$ cat config.mk
export PLATFORM = sky130hd
export DESIGN_NAME = hlmmi_seq
export DESIGN_NICKNAME = d
export VERILOG_FILES = /design/src/rtl/hlmmi_pkg.sv /design/src/rtl/hlmmi_seq.sv
export SDC_FILE = /design/constraint.sdc
export NUM_CORES = 1
export LEC_CHECK = 0
export BUFFER_PORTS_ARGS = -buffer_cell sky130_fd_sc_hd__buf_2
export CAP_MARGIN = 10
export CORE_MARGIN = 3
export CORE_UTILIZATION = 52
export DETAILED_ROUTE_END_ITERATION = 6
export GPL_TIMING_DRIVEN = 0
export HOLD_SLACK_MARGIN = 0.02
export PLACE_DENSITY_LB_ADDON = 0.15
export RECOVER_POWER = 50
export SLEW_MARGIN = 20
export SYNTH_ARGS = -nofsm -noshare
export SYNTH_HDL_FRONTEND = slang
export SYNTH_SLANG_ARGS = --single-unit
$ cat constraint.sdc
create_clock -name clk -period 3.33 [get_ports clk]
set_input_delay 0.333 -clock clk [delete_from_list [all_inputs] [get_ports clk]]
set_output_delay 0.333 -clock clk [all_outputs]
set_load 0.02 [all_outputs]
$ cat src/rtl/hlmmi_pkg.sv
// Package for the hub-label max-min intersection block.
// Holds the list depth, entry layout, action codes, sequencer states and control structs.
// No dependencies.
package hlmmi_pkg;

  // list depth and derived widths
  localparam int MAX_ENTRIES = 256;
  localparam int IDX_W       = $clog2(MAX_ENTRIES);
  localparam int CNT_W       = $clog2(MAX_ENTRIES + 1);
  localparam int HUB_W       = 20;
  localparam int OV_W        = 16;
  localparam int ACT_W       = 2;

  // action codes
  localparam logic [ACT_W-1:0] ACT_APPEND_FIRST  = 2'd0;
  localparam logic [ACT_W-1:0] ACT_APPEND_SECOND = 2'd1;
  localparam logic [ACT_W-1:0] ACT_QUERY         = 2'd2;

  // one label entry
  typedef struct packed {
    logic [HUB_W-1:0] hub;
    logic [OV_W-1:0]  ov;
  } entry_t;

  // per-list memory control
  typedef struct packed {
    logic             we;
    logic [IDX_W-1:0] waddr;
    logic [IDX_W-1:0] raddr;
  } mem_ctl_t;

  // sequencer status seen by the top level
  typedef struct packed {
    logic             walking;
    logic [CNT_W-1:0] cnt_first;
    logic [CNT_W-1:0] cnt_second;
  } seq_stat_t;

  // sequencer states
  typedef enum logic [1:0] {
    ST_IDLE,
    ST_FETCH,
    ST_COMPARE,
    ST_FINISH
  } state_t;

endpackage

$ cat src/rtl/hlmmi_seq.sv
// Sequencer and shared compare unit for the merge walk, with list counts and result register.
// Depends on hlmmi_pkg; drives the two hlmmi_list_store instances.
module hlmmi_seq
  import hlmmi_pkg::*;
(
  input  logic              clk,
  input  logic              rst,
  input  logic              in_valid,
  output logic              in_ready,
  input  logic [ACT_W-1:0]  action,
  input  logic [HUB_W-1:0]  hub_id,
  input  logic [OV_W-1:0]   overlap,
  input  logic [OV_W-1:0]   start_overlap,
  output mem_ctl_t          ctl_first,
  output mem_ctl_t          ctl_second,
  output entry_t            wdata,
  input  entry_t            rd_first,
  input  entry_t            rd_second,
  output logic              out_valid,
  input  logic              out_ready,
  output logic [OV_W-1:0]   best_overlap,
  output logic              hit,
  output seq_stat_t         stat
);

  state_t           state, state_next;
  logic [CNT_W-1:0] cnt_a, cnt_b;
  logic [CNT_W-1:0] idx_a, idx_b;
  logic [OV_W-1:0]  best, start;
  logic             hit_run;
  logic             walk_more;
  logic             in_xfer;
  logic             load_res;
  logic             room_a, room_b;
  logic [OV_W-1:0]  ov_min;

  assign walk_more = (idx_a < cnt_a) && (idx_b < cnt_b);
  assign in_xfer   = in_valid && in_ready;
  assign room_a    = cnt_a < CNT_W'(MAX_ENTRIES);
  assign room_b    = cnt_b < CNT_W'(MAX_ENTRIES);
  assign ov_min    = (rd_first.ov < rd_second.ov) ? rd_first.ov : rd_second.ov;

  // next state
  always_comb begin
    state_next = state;
    unique case (state)
      ST_IDLE: begin
        if (in_valid && action == ACT_QUERY) state_next = ST_FETCH;
      end
      ST_FETCH: begin
        state_next = walk_more ? ST_COMPARE : ST_FINISH;
      end
      ST_COMPARE: begin
        state_next = ST_FETCH;
      end
      ST_FINISH: begin
        if (!out_valid || out_ready) state_next = ST_IDLE;
      end
      default: state_next = ST_IDLE;
    endcase
  end

  // state-dependent outputs
  always_comb begin
    in_ready = 1'b0;
    load_res = 1'b0;
    unique case (state)
      ST_IDLE:    in_ready = 1'b1;
      ST_FETCH:   in_ready = 1'b0;
      ST_COMPARE: in_ready = 1'b0;
      ST_FINISH:  load_res = !out_valid || out_ready;
      default:    in_ready = 1'b0;
    endcase
  end

  // memory control: appends write at the fill count, the walk reads at the indexes
  always_comb begin
    ctl_first.we     = in_xfer && action == ACT_APPEND_FIRST && room_a;
    ctl_first.waddr  = cnt_a[IDX_W-1:0];
    ctl_first.raddr  = idx_a[IDX_W-1:0];
    ctl_second.we    = in_xfer && action == ACT_APPEND_SECOND && room_b;
    ctl_second.waddr = cnt_b[IDX_W-1:0];
    ctl_second.raddr = idx_b[IDX_W-1:0];
    wdata.hub        = hub_id;
    wdata.ov         = overlap;
  end

  // state register
  always_ff @(posedge clk) begin
    if (rst) begin
      state <= ST_IDLE;
    end else begin
      state <= state_next;
    end
  end

  // list counts
  always_ff @(posedge clk) begin
    if (rst) begin
      cnt_a <= '0;
      cnt_b <= '0;
    end else if (load_res) begin
      cnt_a <= '0;
      cnt_b <= '0;
    end else begin
      if (ctl_first.we)  cnt_a <= cnt_a + CNT_W'(1);
      if (ctl_second.we) cnt_b <= cnt_b + CNT_W'(1);
    end
  end

  // walk indexes and running values, one compare per step
  always_ff @(posedge clk) begin
    if (in_xfer && action == ACT_QUERY) begin
      idx_a   <= '0;
      idx_b   <= '0;
      best    <= start_overlap;
      start   <= start_overlap;
      hit_run <= 1'b0;
    end else if (state == ST_COMPARE) begin
      if (rd_first.hub > rd_second.hub) begin
        idx_b <= idx_b + CNT_W'(1);
      end else if (rd_first.hub < rd_second.hub) begin
        idx_a <= idx_a + CNT_W'(1);
      end else begin
        if (rd_first.ov >= start && rd_second.ov >= start) hit_run <= 1'b1;
        if (rd_first.ov > best && rd_second.ov > best) best <= ov_min;
        idx_a <= idx_a + CNT_W'(1);
        idx_b <= idx_b + CNT_W'(1);
      end
    end
  end

  // result register
  always_ff @(posedge clk) begin
    if (rst) begin
      out_valid <= 1'b0;
    end else if (load_res) begin
      out_valid <= 1'b1;
    end else if (out_ready) begin
      out_valid <= 1'b0;
    end
  end

  always_ff @(posedge clk) begin
    if (load_res) begin
      best_overlap <= best;
      hit          <= hit_run;
    end
  end

  assign stat.walking    = (state != ST_IDLE);
  assign stat.cnt_first  = cnt_a;
  assign stat.cnt_second = cnt_b;

endmodule

* After elaboration in Yosys (flattened, before gate mapping) *
Cells that the tools add are included.

word-level totals
  register bits after elaboration = 89

cells by class
  order comparisons = 11
  bitwise operators = 2
  eq/ne operators = 10
  reductions and logical operators = 24
  add/subtract/negate cells = 4
  mux-type cells = 16

operators with widths
  operator                                                                count
  16-bit two-way mux                                                      6
  9-bit by 1-bit adder with 9-bit output (second input constant)          4
  16-bit greater-or-equal comparator                                      2
  16-bit > comparator                                                     2
  20-bit > comparator                                                     1
  20-bit < comparator                                                     1
  9-bit < comparator                                                      2
  9-bit < comparator (second input constant)                              2
  9-bit two-way mux                                                       2
  16-bit < comparator                                                     1
  1-bit logical AND                                                       10
  2-bit inequality test (second input constant)                           5
  2-bit one-hot mux with 4 select lines                                   1
  4-bit AND reduction                                                     2
  2-bit nonzero test                                                      4
  2-bit equality test (second input constant)                             3
  2-bit AND reduction                                                     3
  1-bit two-way mux                                                       5
  2-bit by 1-bit equality test with 1-bit output (second input constant)  2
  2-bit logical NOT                                                       2
  2-bit two-way mux                                                       2
  1-bit NOT                                                               2
  2-bit OR reduction                                                      1
  1-bit logical NOT                                                       1
  1-bit logical OR                                                        1

* Depth between registers and ports, before layout *
Gate-level depths: netlist of run 1.

  depth in word-level cells = 7
  mapped depth = 11
  gate-level depth less buffers = 9

* Worst setup path before layout of run 1 *
No wires, ideal clock.

  kind = register -> register
  from = register state[0]
  to = register cnt_a[1]
  path slack = 1.012 ns
  setup time = 0.128 ns
  buffers on the path = 2
  clock period less this slack = 2.318 ns
  required time = 3.202 ns
  arrival time = 2.190 ns
  stages on the path, launching flop included = 7
  path through = dfxtp_1 > nand2_1 > nor2b_1 > or2_2 > clkbuf_1 > clkbuf_1 > nor2_1

between the ends
  elaborated cells on any way between the ends = 8

RTL lines
  item                          RTL line          RTL
  start: declaration            hlmmi_seq.sv:26   state_t state, state_next;
  start signal: assignment      hlmmi_seq.sv:93   state <= state_next;
  2-bit equality test           hlmmi_seq.sv:67   unique case (state)
  1-bit two-way mux             hlmmi_seq.sv:67
  via load_res                  hlmmi_seq.sv:33   logic load_res;
  2-bit OR reduction (no line)  --
  end signal: assignment        hlmmi_seq.sv:106  if (ctl_first.we) cnt_a <= cnt_a + CNT_W'(1);
  end: declaration              hlmmi_seq.sv:27   logic [CNT_W-1:0] cnt_a, cnt_b;

The timed path passes the listed nets, and every way through them passes these cells.
A chain may end at the register's enable or synchronous reset.

* Worst setup path in the final report of run 1 *
  from = register best[12]
  to = register best[0], enable pin

between the ends
  word-level cells in the longest chain between the ends = 4
  elaborated cells on any way between the ends = 5

RTL lines
  item                               RTL line          RTL
  start: declaration                 hlmmi_seq.sv:29   logic [OV_W-1:0] best, start;
  start signal: assignment           hlmmi_seq.sv:116  best <= start_overlap;
  start signal: assignment           hlmmi_seq.sv:126  if (rd_first.ov > best && rd_second.ov > best) best <= ov_min;
  16-bit > comparator                hlmmi_seq.sv:126
  1-bit logical AND (*)              hlmmi_seq.sv:126
  2-bit nonzero test (no line) (*)   --
  4-bit AND reduction (no line) (*)  --

Every way passes the cells marked *; elsewhere a longest branch is shown, timed or not.

==> results of run 1 <==
## sequential cells by signal (all words and copies together) (netlist names)
| signal | cells |
|---|---|
| cnt_a | 9 |
| cnt_b | 9 |
| best | 16 |
| hit_run | 1 |
| idx_a | 9 |
| start | 16 |
| hit | 1 |
| best_overlap | 16 |
| idx_b | 9 |
| state | 2 |
| out_valid | 1 |
## per-layer routing
metal  vias up  global-route usage  share of wire
li1       2910                   -              -
met1      2531               0.259           0.44
met2       156               0.373           0.50
met3        20              0.0285          0.050
met4         0              0.0623          0.018
met5         -                   0              0
## layout make-up
class,count,area (µm²)
fillers,1107,4530
multi-input cells,461,3650
flip-flops and latches,89,2270
repair buffers,202,892
plain buffers,81,589
inverters,91,342
clock buffers,11,254
well taps,172,215
clock inverters,5,27.5
## logic make-up after synthesis
family                     after synthesis
and+or+nand+nor                        166
xor gates and xnor gates                15
muxes                                   30
buffers and inverters                  172
DFF                                     89
AOI/OAI and AO/OA                      131
adders and majority gates              119
## stage by stage
stage / total power, W / hold slack, ps
6_report: 0.00283 / 156
5_1_grt: 0.00298 / 149
4_1_cts: 0.00287 / 147
3_5_place_dp: 0.00188 / 425
3_3_place_gp: 0.00187 / 420
2_1_floorplan: 0.00167 / 402
## power by group through the flow
| stage | clock network [W] | logic, W | registers (W) |
|---|---|---|---|
| floorplan | 0 | 0.000424 | 0.00125 |
| global placement | 0 | 0.000616 | 0.00125 |
| detailed placement | 0 | 0.000628 | 0.00125 |
| CTS | 0.00101 | 0.000631 | 0.00123 |
| global route | 0.00106 | 0.000691 | 0.00123 |
| finish | 0.000993 | 0.000613 | 0.00123 |
## worst max-delay path, delay by kind of cell, from the launching register on
kind	cells	cell delay, ps
compound gates	2	320
simple gates	5	1340
fa+ha+maj	1	310
buf+inv	1	60
flops	1	340
## how the worst min path moves through the flow
stage	from	endpoint	slack [ps]	cells after the start
global placement	hit_run$_SDFFE_PP0P_	hit$_DFFE_PP_	420	0
finish	rst	out_valid$_SDFFE_PP0P_	160	2
CTS	rst	out_valid$_SDFFE_PP0P_	150	2
floorplan	rst	out_valid$_SDFFE_PP0P_	400	1
detailed placement	hit_run$_SDFFE_PP0P_	hit$_DFFE_PP_	420	0
global route	rst	out_valid$_SDFFE_PP0P_	150	2
## cells in the mapped netlist (2+ instances only)
cell type / count / share of area
nand2_1: 50 / 0.027
o21ai_1: 13 / 0.0095
nor2b_1: 10 / 0.0091
a21o_1: 23 / 0.025
o211ai_1: 3 / 0.0033
nand3_1: 12 / 0.0088
a31o_2: 2 / 0.0026
a21oi_1: 40 / 0.029
edfxtp_1: 49 / 0.21
clkbuf_1: 8 / 0.0044
nand2b_1: 9 / 0.0082
ha_1: 119 / 0.22
mux2i_1: 30 / 0.044
inv_1: 91 / 0.050
o21ai_0: 21 / 0.015
xnor2_1: 14 / 0.018
buf_4: 69 / 0.076
o31ai_1: 4 / 0.0044
or3_1: 3 / 0.0027
a221oi_1: 3 / 0.0038
nand4_1: 22 / 0.020
nand4_2: 2 / 0.0037
nor3_1: 5 / 0.0037
a2111oi_0: 3 / 0.0038
and2_1: 2 / 0.0018
dfxtp_1: 40 / 0.12
o21a_1: 4 / 0.0044
buf_2: 2 / 0.0015
a211oi_1: 3 / 0.0033
or2_2: 2 / 0.0018
and3_1: 5 / 0.0046
nor4_1: 2 / 0.0018
and4_1: 7 / 0.0089
a31oi_1: 2 / 0.0018
o2111ai_1: 2 / 0.0026
nor2_1: 27 / 0.015
==> out/metrics.cfg, run 1 <==
[power_and_ir_drop]
power_density_nw_per_um2 = 344
p_clk_frac = 0.350
combinationalPowerShare = 0.216
cellInternalPower_w = 0.00203
ir_drop_mv = 0.211
p_sw_w = 0.000803
swShare = 0.283
power_leakage_nw = 4.00
seqPwrFrac = 0.433

[worst_setup_path]
startpoint = best[12]$_DFFE_PP_
arrival_ps = 2720
crit_required_ps = 3310
cp-end-kind = register
r2r_cells = 9
r2r_start = best[12]$_DFFE_PP_
slowest_delay_ps = 530
cp-start-kind = register
reg2reg_to = best[0]$_DFFE_PP_
crit_type = register to register
worst_path_max_delay_cell = nand2_1
worstPathMaxFanout = 16
endpoint = best[0]$_DFFE_PP_
regToRegSetupSlack_ps = 590
path_cells = inv_1 > ha_1 > nand3_1 > or2_2 > nor3_1 > o21ai_0 > o211ai_1 > nand4_1 > nand2_1

[logic_synthesis]
ys_seq_elements = 89
syn_area_um2 = 6850
synth-edff-count = 49
async_flop_share = 0
yosys.area_share.adder = 0.217
synth_top_family_by_area = adder cells
synth-simple-area-share = 0.132
yosysSeqAreaShare = 0.332
yosys-mux-area-fraction = 0.0438
synth_compound_area_frac = 0.120
syn_nets = 971
netlist_instances = 722
yosysUniqueCellTypes = 55
synthFlopType = edfxtp_1
syn-mean-instance-area_um2 = 9.49
synth_xor_area_frac = 0.0192
yosysWarningCount = 0

[cells_and_area]
antenna_cells = 0
post-route-util = 0.646
fin_nets = 1184
syn2layout_area_growth_pct = 20.3
layout.cells.most_common_list = 119 x ha_1, 109 x clkbuf_1, 103 x buf_2
final_cell_area_um2 = 8250
final_common_cell = ha_1
drive_above_1_share = 0.219
final_cells = 1112

[clocking]
root_buffer = clkbuf_16
path_clk_slew_ps = 70
cts_tree = built
cts.htree.levels = 3
hold_buffers = 0
cts_resized = 0
numCtsBuffers = 9
numClockSinks = 89
cts_setup_buffers = 0
clock_latency_ps = 340
clock_path_buffers = 2

[timing]
setup_ws_ps = 588
finalCritPeriodShare = 0.823
slew_violations = 0
maxSlewHeadroom = 0.561
hold_violations = 0
fin_setup_tns_ps = 0
min_period_ps = 2740
setup_violations = 0
fmax_mhz = 365
clock_skew_ps = 4.73
rsz0062_at_grt = no
tightestPinTransition_ps = 658

[routing]
vias = 5617
drc = 0
firstDrtPassIters = 5
wire_per_inst_um = 13.8
drtIter0Drc = 196
ant_nets = 0
wl_um = 15300
via_per_inst = 5.05

[die]
die_x_um = 121
dieArea_um2 = 14600
core-area_um2 = 12800
boundaryPins = 238
fp.dieH_um = 121
num_rows = 41
start_util = 0.537

[worst_hold_path]
hold_path_class = input port to register

[global_routing]
grt_max_degree = 26
grt_pass1_vias = 5176
antenna_found_initial = 0
grt_pass1_wl_um = 24200
grtUsageTotal = 0.208
grt.overflow.total = 0

[run_status]
outcome = completed

[flow_run]
cap_violations = 0

[placement]
dp.cells = 1096
gp_congestion = 0.855
place_hpwl_um = 12900
dp_slack_ps = 515
io_buffers = 201
dpl_cell_area_um2 = 8090

(Power assumes the default switching activity.)
==> run 2: changes to the inputs <==
ABC_AREA = 1   (was not set)
clock period = 2.6 ns   (was 3.33 ns; I/O delays follow)
==> run 2 against run 1 <==
Global-route usage is 2.0 points higher; worst hold slack worse by 57 ps; clock power is 35% higher; sequential power is 28% higher; critical endpoint is now best[5]$_DFFE_PP_; routed wire length is 17% higher; largest cell class unchanged; first-iteration DRC count is 81% higher.
==> out/metrics.cfg, run 2 <==
[run_status]
outcome = completed

[clocking]
numCtsBuffers = 9
clock_latency_ps = 350
cts.htree.levels = 3
cts_tree = built
path_clk_slew_ps = 70
cts_setup_buffers = 0
hold_buffers = 0
clock_path_buffers = 2
root_buffer = clkbuf_16
numClockSinks = 89

[die]
boundaryPins = 238
num_rows = 42
start_util = 0.541
dieArea_um2 = 15500
die_x_um = 124
core-area_um2 = 13500
fp.dieH_um = 124

[power_and_ir_drop]
seqPwrFrac = 0.415
p_sw_w = 0.00111
power_density_nw_per_um2 = 433
ir_drop_mv = 0.383
swShare = 0.295
p_clk_frac = 0.354
cellInternalPower_w = 0.00267
power_leakage_nw = 4.38
combinationalPowerShare = 0.230

[cells_and_area]
antenna_cells = 0
post-route-util = 0.650
largestRegisters = best (16), best_overlap (16), start (16)
drive_above_1_share = 0.212
layout.cells.most_common_list = 185 x nand2_1, 131 x inv_1, 119 x ha_1
syn2layout_area_growth_pct = 20.0
final_cells = 1299
fin_nets = 1367
final_common_cell = nand2_1

[routing]
wl_um = 17900
firstDrtPassIters = 5
vias = 6479
drtIter0Drc = 354
wire_per_inst_um = 13.8
ant_nets = 0
drc = 0
via_per_inst = 4.99

[logic_synthesis]
netlist_instances = 904
yosysWarningCount = 0
ys_seq_elements = 89
syn-mean-instance-area_um2 = 8.06
synthFlopType = edfxtp_1
yosysTopAreaCellShare = 0.204
async_flop_share = 0
yosysUniqueCellTypes = 39
syn_nets = 1153
syn_area_um2 = 7280
yosysSeqAreaShare = 0.312
synthTopCellsByCount = 185 x nand2_1, 131 x inv_1, 119 x ha_1, 85 x a21oi_1, 69 x buf_4
ys_top_cells_by_area = ha_1 20%, edfxtp_1 20%, dfxtp_1 11%, nand2_1 9.5%, buf_4 7.1%
synth-edff-count = 49
yosys.area.top_type = ha_1
synth.most_common_cell = nand2_1

[timing]
hold_violations = 0
maxSlewHeadroom = 0.565
slew_violations = 0
setup_violations = 0
finalCritPeriodShare = 0.940
clock_skew_ps = 11.3
rsz0062_at_grt = no
tightestPinTransition_ps = 653
fmax_mhz = 409
min_period_ps = 2440

[global_routing]
grt_pass1_wl_um = 29100
antenna_found_initial = 1
grtUsageTotal = 0.228
grt_max_degree = 26
grt_pass1_vias = 6190
grt.overflow.total = 0

[worst_setup_path]
worstPathMaxFanout = 9
path_buf_inv = 2
path_delay_family = compound AO/OA/AOI/OAI gates
cp-start-kind = register
arrival_ps = 2490
startpoint = best[15]$_DFFE_PP_
crit_type = register to register
crit_required_ps = 2650
r2r_start = best[15]$_DFFE_PP_
crit_top_cell = nand2_1
slowest_delay_ps = 410
path_cells = inv_1 > ha_1 > nand2_1 > nor2_1 > nand4_1 > a21o_1 > nand2_1 > nand3_1 > o21ai_4 > buf_6
worst_path_max_delay_cell = o21ai_4
cp-end-kind = register

[flow_run]
cap_violations = 0

[placement]
place_hpwl_um = 14400
gp_congestion = 0.933
dp.cells = 1283
io_buffers = 201

[worst_hold_path]
holdCritStartpoint = start_overlap[0]
hold_path_class = input port to register

==> run 2: cell count changes after synthesis, moves of 10 or more <==
cell / change
nand4_1: -12
o21ai_1: -11
nor2b_1: -10
nand3b_1: +14
nand2_1: +135
nand3_1: +44
mux2i_1: -30
a21o_1: -20
a21oi_1: +45
inv_1: +40
==> run 2: cell type report <==
cell class                      instances  area, µm²
Fill cell                            1308       4710
Tap cell                              176        220
Buffer                                 80        599
Inverter                              136        512
Clock inverter                          5       63.8
Multi-Input combinational cell        599       3920
Sequential cell                        89       2270
Clock buffer                           11        243
Timing Repair Buffer                  203        915
==> run 2: power by group through the flow <==
stage / clock network [W] / registers (W) / logic (W)
after floorplan: 0 / 0.00160 / 0.000593
after global placement: 0 / 0.00160 / 0.000861
after detailed placement: 0 / 0.00160 / 0.000884
after CTS: 0.00137 / 0.00157 / 0.000891
after global routing: 0.00143 / 0.00158 / 0.00100
final: 0.00134 / 0.00157 / 0.000872
==> run 2: final timing paths <==
check	cells after the start	slack, ps	end
max	10	160	best[5]$_DFFE_PP_
max reg2reg	10	160	best[5]$_DFFE_PP_
min	1	100	start[0]$_DFFE_PP_
min reg2reg	0	440	hit$_DFFE_PP_
==> run 2: cell families after synthesis <==
logic type	after synthesis	synth area share
xor+xnor	15	0.0180
fa+ha+maj	119	0.204
buf+inv	216	0.153
compound gates	124	0.0897
flops	89	0.312
simple gates	341	0.223
==> run 2: per-layer routing <==
layer | wire length (µm) | GRT usage | part of all wire | vias to the layer above
met5 | 7 | 0 | 0.00039 | -
met4 | 291 | 0.0535 | 0.016 | 2
met3 | 1070 | 0.0463 | 0.060 | 20
met2 | 9090 | 0.415 | 0.51 | 191
met1 | 7430 | 0.275 | 0.42 | 2908
li1 | - | - | - | 3358
==> run 2: stage by stage <==
stage	hold WS [ps]	TNS, ps	worst slack [ps]	power (W)	instance area [µm²]
after detailed placement	426	-660	-73.9	0.00249	8540
after global placement	420	-16800	-794	0.00246	8510
after floorplan	329	0	181	0.00219	7280
final	99.3	0	156	0.00378	8740
after CTS	82.9	0	134	0.00383	8860
after global routing	83.3	0	8.36	0.00401	8740
==> run 2: what timing repair did <==
action,in CTS,in global routing
gates resized for setup,1,0
hold endpoints to repair,0,0
setup endpoints to repair,3,0
